===== src/rtl/spims_pkg.sv =====
package spims_pkg;

  localparam int unsigned BYTE_BITS = 8;
  localparam int unsigned CNT_W     = 4;
  localparam int unsigned CFG_IDX_W = 2;
  localparam int unsigned CFG_DAT_W = 4;

  localparam logic [BYTE_BITS-1:0] POS_LSB   = 8'h01;
  localparam logic [BYTE_BITS-1:0] POS_MSB   = 8'h80;
  localparam logic [CNT_W-1:0]     FULL_BITS = 4'd8;

  // Register indexes on the configuration port
  localparam logic [CFG_IDX_W-1:0] REG_CLOCK_IDLE_HIGH = 2'd0;
  localparam logic [CFG_IDX_W-1:0] REG_SAMPLE_TRAILING = 2'd1;
  localparam logic [CFG_IDX_W-1:0] REG_LSB_FIRST       = 2'd2;
  localparam logic [CFG_IDX_W-1:0] REG_FINAL_BYTE_BITS = 2'd3;

  // Request function codes
  localparam logic FUNC_START = 1'b0;
  localparam logic FUNC_TICK  = 1'b1;

  typedef struct packed {
    logic             clock_idle_high;
    logic             sample_trailing;
    logic             lsb_first;
    logic [CNT_W-1:0] final_byte_bits;
  } cfg_t;

  typedef struct packed {
    logic                 sclk_level;
    logic                 mosi_level;
    logic [BYTE_BITS-1:0] rx_byte;
    logic                 byte_done;
    logic                 busy_res;
  } res_t;

endpackage


===== src/rtl/spims_cfg_regs.sv =====
module spims_cfg_regs (
  input  logic                             clk,
  input  logic                             rst_n,
  input  logic                             cfg_we,
  input  logic [spims_pkg::CFG_IDX_W-1:0]  cfg_index,
  input  logic [spims_pkg::CFG_DAT_W-1:0]  cfg_wdata,
  output spims_pkg::cfg_t                  cfg
);
  import spims_pkg::*;

  cfg_t cfg_r;
  cfg_t cfg_nxt;

  // Decode the write into the addressed register
  always_comb begin
    cfg_nxt = cfg_r;
    if (cfg_we) begin
      unique case (cfg_index)
        REG_CLOCK_IDLE_HIGH: cfg_nxt.clock_idle_high = cfg_wdata[0];
        REG_SAMPLE_TRAILING: cfg_nxt.sample_trailing = cfg_wdata[0];
        REG_LSB_FIRST:       cfg_nxt.lsb_first       = cfg_wdata[0];
        REG_FINAL_BYTE_BITS: cfg_nxt.final_byte_bits = cfg_wdata;
        default:             cfg_nxt = cfg_r;
      endcase
    end
  end

  always_ff @(posedge clk) begin
    if (!rst_n) begin
      cfg_r.clock_idle_high <= 1'b0;
      cfg_r.sample_trailing <= 1'b0;
      cfg_r.lsb_first       <= 1'b0;
      cfg_r.final_byte_bits <= FULL_BITS;
    end else begin
      cfg_r <= cfg_nxt;
    end
  end

  assign cfg = cfg_r;

endmodule


===== src/rtl/spims_core.sv =====
module spims_core (
  input  logic                             clk,
  input  logic                             rst_n,
  input  spims_pkg::cfg_t                  cfg,
  input  logic                             accept,
  input  logic                             func,
  input  logic [spims_pkg::BYTE_BITS-1:0]  tx_byte,
  input  logic                             final_byte,
  input  logic                             miso_level,
  output spims_pkg::res_t                  res
);
  import spims_pkg::*;

  logic [BYTE_BITS-1:0] shift_data_r, shift_data_nxt;
  logic [BYTE_BITS-1:0] bit_select_r, bit_select_nxt;
  logic [CNT_W-1:0]     bits_remaining_r, bits_remaining_nxt;
  logic                 second_half_r, second_half_nxt;
  logic                 active_r, active_nxt;
  logic                 data_out_r, data_out_nxt;

  logic [CNT_W-1:0]     start_count;
  logic [BYTE_BITS-1:0] first_pos;
  logic [BYTE_BITS-1:0] sampled;
  logic                 sclk;
  logic                 done;

  // Pick the bit count and first position for a start request
  always_comb begin
    start_count = FULL_BITS;
    if (final_byte) begin
      start_count = (cfg.final_byte_bits > FULL_BITS) ? FULL_BITS : cfg.final_byte_bits;
    end
    first_pos = cfg.lsb_first ? POS_LSB : POS_MSB;
  end

  // Shift register with the MISO level dropped into the current position
  assign sampled = miso_level ? (shift_data_r | bit_select_r)
                              : (shift_data_r & ~bit_select_r);

  // Next state for one request
  always_comb begin
    shift_data_nxt     = shift_data_r;
    bit_select_nxt     = bit_select_r;
    bits_remaining_nxt = bits_remaining_r;
    second_half_nxt    = second_half_r;
    active_nxt         = active_r;
    data_out_nxt       = data_out_r;
    sclk               = cfg.clock_idle_high;
    done               = 1'b0;
    if (func == FUNC_START) begin
      shift_data_nxt     = tx_byte;
      bit_select_nxt     = first_pos;
      bits_remaining_nxt = start_count;
      second_half_nxt    = 1'b0;
      if (start_count == '0) begin
        active_nxt = 1'b0;
        done       = 1'b1;
      end else begin
        active_nxt   = 1'b1;
        data_out_nxt = |(tx_byte & first_pos);
      end
    end else if (active_r) begin
      if (!second_half_r) begin
        // Leading edge
        sclk            = ~cfg.clock_idle_high;
        second_half_nxt = 1'b1;
        if (!cfg.sample_trailing) begin
          shift_data_nxt = sampled;
        end
      end else begin
        // Trailing edge: advance to the next position
        second_half_nxt    = 1'b0;
        if (cfg.sample_trailing) begin
          shift_data_nxt = sampled;
        end
        bits_remaining_nxt = bits_remaining_r - 1'b1;
        bit_select_nxt     = cfg.lsb_first ? (bit_select_r << 1) : (bit_select_r >> 1);
        if (bits_remaining_nxt == '0) begin
          active_nxt = 1'b0;
          done       = 1'b1;
        end else begin
          data_out_nxt = |(shift_data_nxt & bit_select_nxt);
        end
      end
    end
  end

  // Hold state between requests
  always_ff @(posedge clk) begin
    if (!rst_n) begin
      shift_data_r     <= '0;
      bit_select_r     <= '0;
      bits_remaining_r <= '0;
      second_half_r    <= 1'b0;
      active_r         <= 1'b0;
      data_out_r       <= 1'b0;
    end else if (accept) begin
      shift_data_r     <= shift_data_nxt;
      bit_select_r     <= bit_select_nxt;
      bits_remaining_r <= bits_remaining_nxt;
      second_half_r    <= second_half_nxt;
      active_r         <= active_nxt;
      data_out_r       <= data_out_nxt;
    end
  end

  assign res.sclk_level = sclk;
  assign res.mosi_level = data_out_nxt;
  assign res.rx_byte    = shift_data_nxt;
  assign res.byte_done  = done;
  assign res.busy_res   = active_nxt;

  // A running transfer always has bits left, at most a full byte
  a_active_count: assert property (@(posedge clk) disable iff (!rst_n)
    active_r |-> (bits_remaining_r != '0) && (bits_remaining_r <= FULL_BITS))
    else $error("active transfer with bad bit count");

  // The second half only exists inside a transfer
  a_half_in_xfer: assert property (@(posedge clk) disable iff (!rst_n)
    second_half_r |-> active_r)
    else $error("second half flag set while idle");

  // A tick while idle changes nothing
  a_idle_tick: assert property (@(posedge clk) disable iff (!rst_n)
    (accept && func == FUNC_TICK && !active_r) |=>
      $stable(shift_data_r) && !active_r && $stable(data_out_r))
    else $error("idle tick changed state");

endmodule


===== src/rtl/spims_out_stage.sv =====
module spims_out_stage (
  input  logic             clk,
  input  logic             rst_n,
  input  logic             in_valid,
  output logic             in_ready,
  input  spims_pkg::res_t  res,
  output logic             out_valid,
  input  logic             out_ready,
  output spims_pkg::res_t  out_res
);
  import spims_pkg::*;

  logic out_valid_r, out_valid_nxt;
  res_t res_r;
  logic load;

  // Take a new request whenever the held result is gone or leaving
  assign in_ready = !out_valid_r || out_ready;
  assign load     = in_valid && in_ready;

  always_comb begin
    out_valid_nxt = out_valid_r;
    if (load) begin
      out_valid_nxt = 1'b1;
    end else if (out_ready) begin
      out_valid_nxt = 1'b0;
    end
  end

  always_ff @(posedge clk) begin
    if (!rst_n) begin
      out_valid_r <= 1'b0;
    end else begin
      out_valid_r <= out_valid_nxt;
    end
  end

  // Payload register, loaded with each accepted request
  always_ff @(posedge clk) begin
    if (load) begin
      res_r <= res;
    end
  end

  assign out_valid = out_valid_r;
  assign out_res   = res_r;

endmodule


===== src/rtl/spi_master_bit_shifter.sv =====
// SPI master bit shifter, clock modes 0 to 3.
// Input channel (in_valid/in_ready): in_func selects a start request, which
// loads in_tx_byte and picks 8 bits or, when in_final_byte is set, the
// configured final_byte_bits count, or a tick request, which is one half
// bit: the first tick after a start is the leading edge, the next the
// trailing edge. in_miso_level is sampled on the edge chosen by
// sample_trailing. Every request yields exactly one result on the output
// channel (out_valid/out_ready) carrying the line levels, the shift
// register, byte_done on the request that finishes the byte, and busy.
// The output stage registers the result at the edge that accepts the
// request. One request per cycle is taken while the receiver does not stall;
// the single output register is refilled in the same cycle it is drained.
// While the receiver stalls, in_ready drops and the result holds.
// Reset clears the transfer state and sets clock idle low, leading-edge
// sampling, MSB first and a final count of 8. Configuration writes through
// cfg_we/cfg_index/cfg_wdata take effect on the next edge.
module spi_master_bit_shifter (
  input  logic                             clk,
  input  logic                             rst_n,
  input  logic                             cfg_we,
  input  logic [spims_pkg::CFG_IDX_W-1:0]  cfg_index,
  input  logic [spims_pkg::CFG_DAT_W-1:0]  cfg_wdata,
  input  logic                             in_valid,
  output logic                             in_ready,
  input  logic                             in_func,
  input  logic [spims_pkg::BYTE_BITS-1:0]  in_tx_byte,
  input  logic                             in_final_byte,
  input  logic                             in_miso_level,
  output logic                             out_valid,
  input  logic                             out_ready,
  output logic                             out_sclk_level,
  output logic                             out_mosi_level,
  output logic [spims_pkg::BYTE_BITS-1:0]  out_rx_byte,
  output logic                             out_byte_done,
  output logic                             out_busy_res
);
  import spims_pkg::*;

  cfg_t cfg;
  res_t res;
  res_t out_res;
  logic accept;

  assign accept = in_valid && in_ready;

  spims_cfg_regs u_cfg (
    .clk       (clk),
    .rst_n     (rst_n),
    .cfg_we    (cfg_we),
    .cfg_index (cfg_index),
    .cfg_wdata (cfg_wdata),
    .cfg       (cfg)
  );

  spims_core u_core (
    .clk        (clk),
    .rst_n      (rst_n),
    .cfg        (cfg),
    .accept     (accept),
    .func       (in_func),
    .tx_byte    (in_tx_byte),
    .final_byte (in_final_byte),
    .miso_level (in_miso_level),
    .res        (res)
  );

  spims_out_stage u_out (
    .clk       (clk),
    .rst_n     (rst_n),
    .in_valid  (in_valid),
    .in_ready  (in_ready),
    .res       (res),
    .out_valid (out_valid),
    .out_ready (out_ready),
    .out_res   (out_res)
  );

  assign out_sclk_level = out_res.sclk_level;
  assign out_mosi_level = out_res.mosi_level;
  assign out_rx_byte    = out_res.rx_byte;
  assign out_byte_done  = out_res.byte_done;
  assign out_busy_res   = out_res.busy_res;

endmodule


===== config.mk =====
export PLATFORM = sky130hd
export DESIGN_NAME = spi_master_bit_shifter
export DESIGN_NICKNAME = d
export VERILOG_FILES = /design/src/rtl/spims_pkg.sv /design/src/rtl/spims_cfg_regs.sv /design/src/rtl/spims_core.sv /design/src/rtl/spims_out_stage.sv /design/src/rtl/spi_master_bit_shifter.sv
export SDC_FILE = /design/constraint.sdc
export NUM_CORES = 1
export LEC_CHECK = 0
export ABC_CLOCK_PERIOD_IN_PS = 5620
export BUFFER_PORTS_ARGS = -buffer_cell sky130_fd_sc_hd__buf_4
export CORE_MARGIN = 1.5
export CORE_UTILIZATION = 50
export DETAILED_ROUTE_END_ITERATION = 8
export GPL_ROUTABILITY_DRIVEN = 1
export GPL_TIMING_DRIVEN = 0
export PLACE_DENSITY_LB_ADDON = 0.05
export SYNTH_ARGS = -nofsm -noshare
export SYNTH_HDL_FRONTEND = slang
export SYNTH_SLANG_ARGS = --single-unit

===== constraint.sdc =====
create_clock -name clk -period 5.62 [get_ports clk]
set_input_delay 0.843 -clock clk [delete_from_list [all_inputs] [get_ports clk]]
set_output_delay 0.843 -clock clk [all_outputs]
set_load 0.01 [all_outputs]

==> flow_metrics.tcl <==
set metrics [dict create \
    drt_iter0_drc 141 \
    fp.dieH_microns 70.3 \
    crit_chain "buf_4 > nand2b_1 > nand2_1 > inv_1 > clkbuf_1 > nand3_1 > a21oi_1" \
    drive_above_1_share_pct 17.2 \
    grt_use_total_pct 24.4 \
    dp.cells 352 \
    via_count 2028 \
    yosys_warnings 0 \
    synthTopCellsByCount "nand2_1, a21oi_1, dfxtp_1" \
    slowest_delay_ns 0.84 \
    synthMuxAreaShare_pct 12.7 \
    rsz0062_at_grt "false" \
    outcome "complete, no violations" \
    hp-start "u_core.shift_data_r[5]" \
    synth_flop_cell "dfxtp_1" \
    whs_ns 0.477 \
    cts_sinks 43 \
    antenna_found_initial 0 \
    ir_drop_uv 129 \
    ys_types 39 \
    hpwlAfterDp_microns 3900 \
    clkSlewWorstSetupHoldPaths_ns 0.08 \
    synth_compound_area_share_pct 15.0 \
    maxCapViolations 0 \
    insertion_delay_ns 0.30 \
    grt_max_degree 22 \
    die_area_sq_um 4940 \
    worst_slack_ns 3.33 \
    area_delta_synth_final_pct 19.1 \
    avgSynthCellArea_sq_um 8.51 \
    place.gp.congestion 0.860 \
    synth_area_leader_cell "dfxtp_1" \
    timing.final.crit_share_pct 40.8 \
    cts-htree-levels 2 \
    finalHoldViolCount 0 \
    multi_input_area_sq_um 1180 \
    synth-edff-count 12 \
    seq_area_sq_um 981 \
    holdBufCountCts 0 \
    p_leak_nw 1.12 \
    cp_slowest_cell "clkbuf_1" \
    crit_path_start "out_ready" \
    wl_microns 5550 \
    finClkSkew_ns 0.00497 \
    crit_path_end_kind "register" \
    io_buffer_count 34 \
    relSlewSlack_pct 25.5 \
    r2r_start "u_cfg.cfg[4]" \
    firstDrtPassIters 4 \
    yosys.area_share.adder_pct 1.10 \
    cts_setup_buffers 0 \
    critPathRequiredTime_ns 5.85 \
    max_clock_freq_mhz 436 \
    route.detailed.drc 0 \
    overflow 0 \
    synth.area.top_cells "dfxtp_1, edfxtp_1, mux2i_1" \
    grt_pass1_vias 2022 \
    synth_simple_gate_area_share_pct 22.4 \
    start_kind "input port" \
    synth_xor_area_share_pct 1.16 \
    arrival_ns 2.53 \
    synth_top_area_share_pct 27.4 \
    clk_path_buf_depth 2 \
    stdcell_count 360 \
    io_pins 36 \
    nNetsFinal 331 \
    antenna_cells 0 \
    cp_max_fo 21 \
    die_w_microns 70.3 \
    synth_nets 290 \
    p_total_mw 0.681 \
    cts-resized-gates 0 \
    cts_buffers 5 \
    worstHoldPathType "reg2reg" \
    start_util_pct 52.0 \
    fp-row-count 24 \
    seq_area_frac_synth_pct 43.3 \
    synthCells 266 \
    dp_slack_ns 3.00 \
    setup_tns_ns 0 \
    fillers 387 \
    antenna_left 0 \
    ys_ff_latch 43 \
    grt_pass1_wl_microns 9460 \
    coreArea_sq_um 4350 \
    cts_tree "yes" \
    power.density_nw_per_um2 252 \
    routedWlPerCell_microns 15.4 \
    worstMarginPinSlew_ns 1.12 \
    async_flop_share_pct 0 \
    cts-root-buf "clkbuf_8" \
    syn_area_sq_um 2260 \
    finalSetupViolations 0 \
    via_per_inst 5.63 \
    drv_slew 0 \
    worstSetupPathType "in2reg" \
    synth_top_family_by_area "simple AND/OR/NAND/NOR gates" \
    fin_crit_ns 2.29 \
    synth_most_common_cell "nand2_1" \
]
worst max-delay path, delay by kind of cell:
family / cells / cell delay (ns)
buffers and inverters: 3 / 1.05
and+or+nand+nor: 3 / 0.46
AOI/OAI and AO/OA: 1 / 0.16
metal layers:
metal | GRT usage, % | routed length, microns | vias to the layer above
met4 | 10.3 | 108 | 0
met3 | 6.20 | 374 | 11
met2 | 40.0 | 2650 | 65
met5 | 0 | 0 | -
li1 | - | - | 1012
met1 | 30.2 | 2420 | 940
worst paths after layout:
| kind | cells after the start | to | slack, ns |
|---|---|---|---|
| worst max-delay path | 7 | u_core.second_half_r | 3.33 |
| worst min-delay path | 2 | u_core.shift_data_r[5] | 0.48 |
| worst max register to register | 6 | u_out.out_res[10] | 3.55 |
| worst min register to register | 2 | u_core.shift_data_r[5] | 0.48 |
cells in the final DEF, fill, tap and decap left out, drive strengths merged:
cell type  netlist  layout
a211oi           2       2
a21boi           2       2
a21oi           31      31
a22o             1       1
a22oi            1       1
a31oi            3       3
a32o             1       1
a41oi            1       1
and2             2       2
and3             3       3
buf              5      39
clkbuf          11      18
clkinv           0       1
dfxtp           31      31
edfxtp          12      12
ha               2       2
inv              8       8
mux2             6       6
mux2i           22      22
nand2           37      37
nand2b           2       2
nand3           17      17
nand4            1       1
nor2            29      29
nor2b            9       9
nor3b            3       3
nor4             1       1
o211ai           3       3
o21ai            6       6
o221a            1       1
o22ai            4       4
o41a             1       1
or2              1       1
or3              3       3
or4              1       1
xnor2            3       3
per-stage QoR:
| stage | cell area [sq um] | utilization [%] |
|---|---|---|
| detailed placement | 2580 | 59.4 |
| CTS | 2700 | 62.0 |
| global placement | 2580 | 59.4 |
| finish | 2700 | 62.0 |
| floorplan | 2260 | - |
| global route | 2700 | 62.0 |
layout make-up:
class | count | share of cell area [%]
clock buffer | 7 | 3.99
multi-input combinational | 199 | 43.9
inverter | 8 | 1.11
tap | 52 | 2.41
buffer | 16 | 2.55
sequential | 43 | 36.4
clock inverter | 1 | 0.186
timing repair buffer | 34 | 9.46
sequential cells by signal, indices dropped and copies added, names as in the netlist:
register / count
u_out.out_res: 12
u_core.bit_select_r: 8
u_core.shift_data_r: 8
u_cfg.cfg: 7
u_core.bits_remaining_r: 4
u_core.active_r: 1
u_core.data_out_r: 1
u_core.second_half_r: 1
u_out.out_valid: 1
report_power, final:
| part | total [mW] | switching (mW) | internal, mW |
|---|---|---|---|
| Sequential | 0.347 | 0.0107 | 0.336 |
| Combinational | 0.0987 | 0.0563 | 0.0425 |
| Clock | 0.235 | 0.109 | 0.126 |
| Total | 0.681 | 0.176 | 0.505 |
cells by family after synthesis:
family                   count (synthesis)
flip-flops                              43
adder cells (fa/ha/maj)                  2
buffers and inverters                   24
AND/OR/NAND/NOR                        109
multiplexers                            28
XOR/XNOR                                 3
AO/OA/AOI/OAI                           57
Note: power is estimated with default switching activity, not from simulation.
